===== config.mk =====
export PLATFORM = sky130hd
export DESIGN_NAME = shelf_rect_packer_unit_flat
export DESIGN_NICKNAME = d
export VERILOG_FILES = /design/src/hw/rtl/srp_pkg.sv /design/src/hw/rtl/srp_channels.sv /design/src/hw/rtl/shelf_rect_packer_unit.sv /design/src/flat_wrapper.sv
export SDC_FILE = /design/constraint.sdc
export NUM_CORES = 1
export LEC_CHECK = 0
export BUFFER_PORTS_ARGS = -buffer_cell sky130_fd_sc_hd__buf_2
export CAP_MARGIN = 20
export CORE_MARGIN = 3
export CORE_UTILIZATION = 45
export CTS_CLUSTER_SIZE = 10
export DETAILED_ROUTE_END_ITERATION = 6
export SYNTH_ARGS = -nofsm -noshare
export SYNTH_HDL_FRONTEND = slang
export SYNTH_SLANG_ARGS = --single-unit

===== constraint.sdc =====
create_clock -name clk -period 17.4 [get_ports clk]
set_clock_uncertainty 0.15 [all_clocks]
set_input_delay 0.87 -clock clk [delete_from_list [all_inputs] [get_ports clk]]
set_output_delay 0.87 -clock clk [all_outputs]
set_load 0.005 [all_outputs]

===== src/hw/rtl/srp_pkg.sv =====
// Shared types and constants for the shelf rectangle packer.
// No dependencies; imported by the channel interfaces and the top level.
`default_nettype none

package srp_pkg;

  // Fixed field widths
  localparam int RECT_BITS  = 14;
  localparam int PLACE_BITS = 14;
  localparam int PAGE_BITS  = 8;
  localparam int SIZE_BITS  = 15;
  localparam int GAP_BITS   = 8;

  // Configuration port
  localparam int CFG_INDEX_BITS = 2;
  localparam int CFG_DATA_BITS  = 15;

  localparam logic [CFG_INDEX_BITS-1:0] REG_PAGE_MAX_WIDTH  = 2'd0;
  localparam logic [CFG_INDEX_BITS-1:0] REG_PAGE_MAX_HEIGHT = 2'd1;
  localparam logic [CFG_INDEX_BITS-1:0] REG_GAP             = 2'd2;
  localparam logic [CFG_INDEX_BITS-1:0] REG_ALLOW_TURN      = 2'd3;

  // Register reset values
  localparam logic [SIZE_BITS-1:0] PAGE_MAX_RESET = 15'd1024;
  localparam logic [GAP_BITS-1:0]  GAP_RESET      = 8'd0;

  // Last page index; the page counter saturates here
  localparam logic [PAGE_BITS-1:0] PAGE_LAST = 8'd255;

  // One placement result
  typedef struct packed {
    logic [PLACE_BITS-1:0] place_x;
    logic [PLACE_BITS-1:0] place_y;
    logic [PAGE_BITS-1:0]  page_index;
    logic                  turned;
    logic [SIZE_BITS-1:0]  used_width;
    logic [SIZE_BITS-1:0]  used_height;
    logic                  too_large;
  } result_t;

endpackage

`default_nettype wire


===== src/hw/rtl/srp_channels.sv =====
// Valid/ready channel interfaces for rectangle input and placement output.
// Depends on srp_pkg for field widths.
`default_nettype none

interface srp_rect_if
  import srp_pkg::*;
  ();
  logic                 valid;
  logic                 ready;
  logic [RECT_BITS-1:0] rect_width;
  logic [RECT_BITS-1:0] rect_height;
  logic                 start_set;

  modport source (output valid, rect_width, rect_height, start_set, input ready);
  modport sink   (input valid, rect_width, rect_height, start_set, output ready);
endinterface

interface srp_place_if
  import srp_pkg::*;
  ();
  logic                  valid;
  logic                  ready;
  logic [PLACE_BITS-1:0] place_x;
  logic [PLACE_BITS-1:0] place_y;
  logic [PAGE_BITS-1:0]  page_index;
  logic                  turned;
  logic [SIZE_BITS-1:0]  used_width;
  logic [SIZE_BITS-1:0]  used_height;
  logic                  too_large;

  modport source (output valid, place_x, place_y, page_index, turned, used_width,
                  used_height, too_large, input ready);
  modport sink   (input valid, place_x, place_y, page_index, turned, used_width,
                  used_height, too_large, output ready);
endinterface

`default_nettype wire


===== src/hw/rtl/shelf_rect_packer_unit.sv =====
// Top level of the next-fit shelf rectangle packer.
// Depends on srp_pkg and the channel interfaces in srp_channels.sv.
`default_nettype none

// Places one rectangle per beat on shelves of atlas pages, next-fit: to the
// right on the current row, else on a new row below, else at the top-left of
// a new page. One rectangle is accepted every clock cycle unless the skid
// entry of the two-entry output buffer is full; the result is registered into
// the output register, or into the skid entry while the output is stalled.
// The placement logic on the cursor and page-size registers is combinational.
// A rectangle whose unrotated size plus twice the gap exceeds the page limits
// is reported with too_large set and leaves the packing state unchanged.
// Configuration writes are taken at any time but must only occur while the
// block holds no undelivered result.
module shelf_rect_packer_unit
  import srp_pkg::*;
#(
  parameter int COORD_BITS = 15
) (
  input  wire                       clk,
  input  wire                       rst,
  input  wire                       cfg_write,
  input  wire [CFG_INDEX_BITS-1:0]  cfg_index,
  input  wire [CFG_DATA_BITS-1:0]   cfg_data,
  srp_rect_if.sink                  in_rect,
  srp_place_if.source               out_place
);

  // Working width for sums of cursor, size and gap
  localparam int SW = ((COORD_BITS > RECT_BITS) ? COORD_BITS : RECT_BITS) + 2;

  // Configuration registers
  logic [SIZE_BITS-1:0] page_max_width;
  logic [SIZE_BITS-1:0] page_max_height;
  logic [GAP_BITS-1:0]  gap;
  logic                 allow_turn;

  // Packing state
  logic [COORD_BITS-1:0] cursor_x;
  logic [COORD_BITS-1:0] cursor_y;
  logic [COORD_BITS-1:0] page_width_now;
  logic [COORD_BITS-1:0] page_height_now;
  logic [PAGE_BITS-1:0]  page_count;

  logic [COORD_BITS-1:0] cursor_x_next;
  logic [COORD_BITS-1:0] cursor_y_next;
  logic [COORD_BITS-1:0] page_width_now_next;
  logic [COORD_BITS-1:0] page_height_now_next;
  logic [PAGE_BITS-1:0]  page_count_next;

  // Output buffer
  logic    out_valid;
  result_t out_data;
  logic    skid_valid;
  result_t skid_data;
  result_t res;

  logic take;
  logic out_take;

  // Placement datapath
  logic [SW-1:0]         g2;
  logic [SW-1:0]         gap_w;
  logic                  too_big;
  logic                  turn;
  logic [SW-1:0]         w;
  logic [SW-1:0]         h;
  logic [COORD_BITS-1:0] cx;
  logic [COORD_BITS-1:0] cy;
  logic [COORD_BITS-1:0] pw;
  logic [COORD_BITS-1:0] ph;
  logic [PAGE_BITS-1:0]  pc;
  logic [SW-1:0]         right_row;
  logic [SW-1:0]         right_new;
  logic [SW-1:0]         row;
  logic [SW-1:0]         bottom_new_row;
  logic                  fits_row;
  logic                  fits_col;
  logic [SW-1:0]         px;
  logic [SW-1:0]         py;
  logic [SW-1:0]         right;
  logic [SW-1:0]         bottom;
  logic [COORD_BITS-1:0] base_w;
  logic [COORD_BITS-1:0] base_h;

  assign take     = in_rect.valid && in_rect.ready;
  assign out_take = out_valid && out_place.ready;
  assign in_rect.ready = !skid_valid;

  // Compute the placement of the offered rectangle
  always_comb begin
    g2    = SW'(gap) << 1;
    gap_w = SW'(gap);
    too_big = ((SW'(in_rect.rect_width) + g2) > SW'(page_max_width)) ||
              ((SW'(in_rect.rect_height) + g2) > SW'(page_max_height));

    turn = allow_turn && (in_rect.rect_width > in_rect.rect_height);
    w = turn ? SW'(in_rect.rect_height) : SW'(in_rect.rect_width);
    h = turn ? SW'(in_rect.rect_width) : SW'(in_rect.rect_height);

    // A new run starts from cleared state
    cx = in_rect.start_set ? '0 : cursor_x;
    cy = in_rect.start_set ? '0 : cursor_y;
    pw = in_rect.start_set ? '0 : page_width_now;
    ph = in_rect.start_set ? '0 : page_height_now;
    pc = in_rect.start_set ? '0 : page_count;

    right_row = g2 + SW'(cx) + w;
    fits_row  = right_row <= SW'(page_max_width);
    row       = (SW'(ph) > gap_w) ? (SW'(ph) - gap_w) : '0;
    bottom_new_row = g2 + row + h;
    right_new = g2 + w;
    fits_col  = bottom_new_row <= SW'(page_max_height);

    page_count_next = pc;
    if (fits_row) begin
      cursor_y_next = cy;
      px     = SW'(cx) + gap_w;
      py     = SW'(cy) + gap_w;
      right  = right_row;
      bottom = g2 + SW'(cy) + h;
      base_w = pw;
      base_h = ph;
    end else if (fits_col) begin
      cursor_y_next = row[COORD_BITS-1:0];
      px     = gap_w;
      py     = row + gap_w;
      right  = right_new;
      bottom = bottom_new_row;
      base_w = pw;
      base_h = ph;
    end else begin
      // Open a new page
      cursor_y_next = '0;
      px     = gap_w;
      py     = gap_w;
      right  = right_new;
      bottom = g2 + h;
      base_w = '0;
      base_h = h[COORD_BITS-1:0];
      if (pc != PAGE_LAST) begin
        page_count_next = pc + 8'd1;
      end
    end

    // Grow the page to cover the new rectangle
    page_width_now_next  = (SW'(base_w) < right) ? right[COORD_BITS-1:0] : base_w;
    page_height_now_next = (SW'(base_h) < bottom) ? bottom[COORD_BITS-1:0] : base_h;
    cursor_x_next = right[COORD_BITS-1:0];

    // Result of this beat
    if (too_big) begin
      res.place_x     = '0;
      res.place_y     = '0;
      res.page_index  = page_count;
      res.turned      = 1'b0;
      res.used_width  = SIZE_BITS'(page_width_now);
      res.used_height = SIZE_BITS'(page_height_now);
      res.too_large   = 1'b1;
    end else begin
      res.place_x     = px[PLACE_BITS-1:0];
      res.place_y     = py[PLACE_BITS-1:0];
      res.page_index  = page_count_next;
      res.turned      = turn;
      res.used_width  = SIZE_BITS'(page_width_now_next);
      res.used_height = SIZE_BITS'(page_height_now_next);
      res.too_large   = 1'b0;
    end
  end

  // Configuration registers
  always_ff @(posedge clk) begin
    if (rst) begin
      page_max_width  <= PAGE_MAX_RESET;
      page_max_height <= PAGE_MAX_RESET;
      gap             <= GAP_RESET;
      allow_turn      <= 1'b0;
    end else if (cfg_write) begin
      case (cfg_index)
        REG_PAGE_MAX_WIDTH:  page_max_width  <= cfg_data[SIZE_BITS-1:0];
        REG_PAGE_MAX_HEIGHT: page_max_height <= cfg_data[SIZE_BITS-1:0];
        REG_GAP:             gap             <= cfg_data[GAP_BITS-1:0];
        REG_ALLOW_TURN:      allow_turn      <= cfg_data[0];
        default: ;
      endcase
    end
  end

  // Advance packing state on each placed rectangle
  always_ff @(posedge clk) begin
    if (rst) begin
      cursor_x        <= '0;
      cursor_y        <= '0;
      page_width_now  <= '0;
      page_height_now <= '0;
      page_count      <= '0;
    end else if (take && !too_big) begin
      cursor_x        <= cursor_x_next;
      cursor_y        <= cursor_y_next;
      page_width_now  <= page_width_now_next;
      page_height_now <= page_height_now_next;
      page_count      <= page_count_next;
    end
  end

  // Output buffer control: main register plus one skid entry
  always_ff @(posedge clk) begin
    if (rst) begin
      out_valid  <= 1'b0;
      skid_valid <= 1'b0;
    end else if (!out_valid || out_take) begin
      if (skid_valid) begin
        out_valid  <= 1'b1;
        skid_valid <= 1'b0;
      end else begin
        out_valid <= take;
      end
    end else if (take) begin
      skid_valid <= 1'b1;
    end
  end

  // Output buffer payload
  always_ff @(posedge clk) begin
    if (!out_valid || out_take) begin
      if (skid_valid) begin
        out_data <= skid_data;
      end else if (take) begin
        out_data <= res;
      end
    end else if (take) begin
      skid_data <= res;
    end
  end

  assign out_place.valid       = out_valid;
  assign out_place.place_x     = out_data.place_x;
  assign out_place.place_y     = out_data.place_y;
  assign out_place.page_index  = out_data.page_index;
  assign out_place.turned      = out_data.turned;
  assign out_place.used_width  = out_data.used_width;
  assign out_place.used_height = out_data.used_height;
  assign out_place.too_large   = out_data.too_large;

endmodule

`default_nettype wire

===== src/flat_wrapper.sv =====
// flat-port wrapper written by rule: the top's interface ports become plain ports
module shelf_rect_packer_unit_flat import srp_pkg::*;
#(
  parameter int COORD_BITS = 15
)
  (clk, rst, cfg_write, cfg_index, cfg_data, in_rect_valid, in_rect_rect_width, in_rect_rect_height, in_rect_start_set, in_rect_ready, out_place_valid, out_place_place_x, out_place_place_y, out_place_page_index, out_place_turned, out_place_used_width, out_place_used_height, out_place_too_large, out_place_ready);
  srp_rect_if in_rect_i ();
  srp_place_if out_place_i ();
  input  wire clk;
  input  wire rst;
  input  wire cfg_write;
  input  wire [CFG_INDEX_BITS-1:0] cfg_index;
  input  wire [CFG_DATA_BITS-1:0] cfg_data;
  input wire logic [$bits(in_rect_i.valid)-1:0] in_rect_valid;
  input wire logic [$bits(in_rect_i.rect_width)-1:0] in_rect_rect_width;
  input wire logic [$bits(in_rect_i.rect_height)-1:0] in_rect_rect_height;
  input wire logic [$bits(in_rect_i.start_set)-1:0] in_rect_start_set;
  output wire logic [$bits(in_rect_i.ready)-1:0] in_rect_ready;
  output wire logic [$bits(out_place_i.valid)-1:0] out_place_valid;
  output wire logic [$bits(out_place_i.place_x)-1:0] out_place_place_x;
  output wire logic [$bits(out_place_i.place_y)-1:0] out_place_place_y;
  output wire logic [$bits(out_place_i.page_index)-1:0] out_place_page_index;
  output wire logic [$bits(out_place_i.turned)-1:0] out_place_turned;
  output wire logic [$bits(out_place_i.used_width)-1:0] out_place_used_width;
  output wire logic [$bits(out_place_i.used_height)-1:0] out_place_used_height;
  output wire logic [$bits(out_place_i.too_large)-1:0] out_place_too_large;
  input wire logic [$bits(out_place_i.ready)-1:0] out_place_ready;
  assign in_rect_i.valid = in_rect_valid;
  assign in_rect_i.rect_width = in_rect_rect_width;
  assign in_rect_i.rect_height = in_rect_rect_height;
  assign in_rect_i.start_set = in_rect_start_set;
  assign in_rect_ready = in_rect_i.ready;
  assign out_place_valid = out_place_i.valid;
  assign out_place_place_x = out_place_i.place_x;
  assign out_place_place_y = out_place_i.place_y;
  assign out_place_page_index = out_place_i.page_index;
  assign out_place_turned = out_place_i.turned;
  assign out_place_used_width = out_place_i.used_width;
  assign out_place_used_height = out_place_i.used_height;
  assign out_place_too_large = out_place_i.too_large;
  assign out_place_i.ready = out_place_ready;
  shelf_rect_packer_unit #(.COORD_BITS(COORD_BITS)) u_core (.clk(clk), .rst(rst), .cfg_write(cfg_write), .cfg_index(cfg_index), .cfg_data(cfg_data), .in_rect(in_rect_i), .out_place(out_place_i));
endmodule

==> flow_summary.json <==
{
  "ys.flop_type": "edfxtp_1",
  "syn-cell-area_mm2": 0.0207,
  "via_per_inst": 6.01,
  "pre_cts_ws_ns": 4.60,
  "final_common_cell": "ha_1",
  "yosysSeqAreaShare_pct": 30.3,
  "ir_drop_mv": 0.192,
  "die-width_um": 221,
  "cts_made_buffers": 29,
  "overflow": 0,
  "synth.distinct_cells": 107,
  "slowest_delay_ns": 0.78,
  "ios": 121,
  "grt_pass1_wl_um": 106000,
  "syn2layout_area_growth_pct": 9.43,
  "die_h_um": 221,
  "ys.warnings.count": 0,
  "syn_nets": 2665,
  "ctsResizeCount": 0,
  "critPathKind": "in2reg",
  "required_ns": 17.52,
  "drt_iter0_markers": 1784,
  "rsz0062_at_grt": "false",
  "cp-end-kind": "flip-flop",
  "synth_largest_area_cell": "edfxtp_1",
  "syn_area_per_cell_um2": 8.76,
  "grt_pass1_vias": 17730,
  "fin_nets": 2741,
  "tightest_slew_ns": 1.09,
  "tns_ns": 0,
  "wl_met3_um": 5780,
  "fin_ws_ns": 4.94,
  "ant_nets": 0,
  "synth_area_leaders": "edfxtp_1 20%, ha_1 14%, dfxtp_1 11%",
  "synth_top_area_share_pct": 19.7,
  "grtUsageTotal_pct": 28.5,
  "hpwl_um": 53900,
  "route.top_layer_used": "met5",
  "io_buffers": 120,
  "fin_util_pct": 50.6,
  "cap_violations": 0,
  "cts.sinks": 245,
  "tritoncts": "built",
  "final_cell_mix": "231 x ha_1, 227 x nor2_1, 199 x nand2_1, 179 x a21oi_1, 151 x inv_1",
  "min_path_type": "reg2reg",
  "first_pass_iters": 5,
  "setup_viol": 0,
  "path_clk_slew_ns": 0.06,
  "status": "complete, no violations",
  "core_mm2": 0.0448,
  "drc": 0,
  "antenna_found_initial": 1,
  "max_slew_margin_pct": 26.8,
  "post-cts-setup-buffer-count": 0,
  "finalMaxSlewViolations": 0,
  "cts_root_buffer": "clkbuf_16",
  "routed_wl_um": 70000,
  "synth_edf_count": 136,
  "die_area_mm2": 0.0486,
  "hold_violations": 0,
  "path_max_fanout": 39,
  "fin_crit_ns": 12.46,
  "drt-met1-wl_um": 30800,
  "antenna_cells": 0,
  "async_flop_share_pct": 0,
  "leakagePower_nw": 9.36,
  "drive_above_1_share_pct": 12.2,
  "max_freq_ghz": 0.0803,
  "clkLatencyLatePin_ns": 0.58,
  "fp-row-count": 77,
  "grt_max_degree": 69,
  "ctsHoldBuffers": 0,
  "fin_total_pwr_w": 0.00284,
  "p_per_area_mw_per_mm2": 125,
  "dr_wl_met2_um": 30200,
  "fin_crit_sh_pct": 71.6,
  "hold_slack_ns": 0.306,
  "clockBufferDepth": 3,
  "wire_per_inst_um": 22.9,
  "num_vias": 18337,
  "ys_seq_elements": 245,
  "start_util_pct": 46.2,
  "worst_ep_arrival_time_ns": 12.58,
  "htreeDepth": 1,
  "start_kind": "input pin",
  "gp_congestion": 0.976,
  "cp_slowest_cell": "o211ai_1",
  "synthCells": 2363
}
routing by layer:
layer  track usage (%)  vias to the layer above
met3              6.03                      154
met2              44.4                      673
met1              39.0                     8712
li1                  -                     8796
met4              11.1                        2
met5                 0                        -
path summary, 6_finish.rpt:
path                                                        end  cells after the start                     start  slack (ns)
worst max-delay path            u_core.out_place.used_height[5]                     44         in_rect_start_set        4.94
worst min-delay path                   u_core.page_max_width[9]                      2  u_core.page_max_width[9]        0.31
worst max register to register  u_core.out_place.used_height[5]                     39             u_core.gap[3]        5.42
worst min register to register         u_core.page_max_width[9]                      2  u_core.page_max_width[9]        0.31
stage by stage:
step / instance area [µm²] / std cells
after floorplan: 20700 / 2363
after global placement: 21800 / 3000
after detailed placement: 21800 / 3000
after CTS: 22700 / 3052
after global routing: 22700 / 3052
final: 22700 / 3052
area by class of cell:
class | instances | area [µm²]
Clock buffer | 48 | 807
Clock inverter | 4 | 36.3
Fill cell | 4295 | 22100
Inverter | 152 | 571
Multi-Input combinational cell | 1859 | 13400
Sequential cell | 245 | 6270
Tap cell | 592 | 741
Timing Repair Buffer | 152 | 841
synth_stat cells (45+ instances only):
cell type,n
a211oi_1,46
a21o_1,51
a21oi_1,179
clkbuf_1,67
dfxtp_1,109
edfxtp_1,136
ha_1,231
inv_1,151
mux2_2,45
nand2_1,200
nand3_1,45
nor2_1,228
nor2b_1,52
nor3_1,50
o21ai_0,122
xnor2_1,99
state kept, by name (all words and copies together) (netlist names), 8 cells and up:
signal,flops
u_core.cursor_x,15
u_core.skid_data,68
u_core.page_count,8
u_core.out_place.used_height,15
u_core.out_place.place_x,14
u_core.out_place.page_index,8
u_core.page_max_width,15
u_core.gap,8
u_core.page_height_now,15
u_core.out_place.place_y,14
u_core.cursor_y,15
u_core.out_place.used_width,15
u_core.page_width_now,15
u_core.page_max_height,15
critical path, delay by kind of cell:
family / cells / cell delay (ns)
AOI/OAI and AO/OA: 20 / 5.63
adders and majority gates: 6 / 2.10
buffers and inverters: 9 / 1.75
and+or+nand+nor: 9 / 2.18
report_power, final:
group | internal [W] | switching, W
registers | 0.000666 | 0.0000240
logic | 0.000514 | 0.00107
clock network | 0.000314 | 0.000244
kinds of logic after synthesis:
logic type,count (synthesis),share of synthesized area (%)
and+or+nand+nor,714,16.4
AOI/OAI and AO/OA,678,22.1
buffers and inverters,259,5.25
adders and majority gates,251,15.9
DFF,245,30.3
xor gates and xnor gates,131,5.54
muxes,85,4.52
Note: power is estimated with default switching activity, not from simulation.
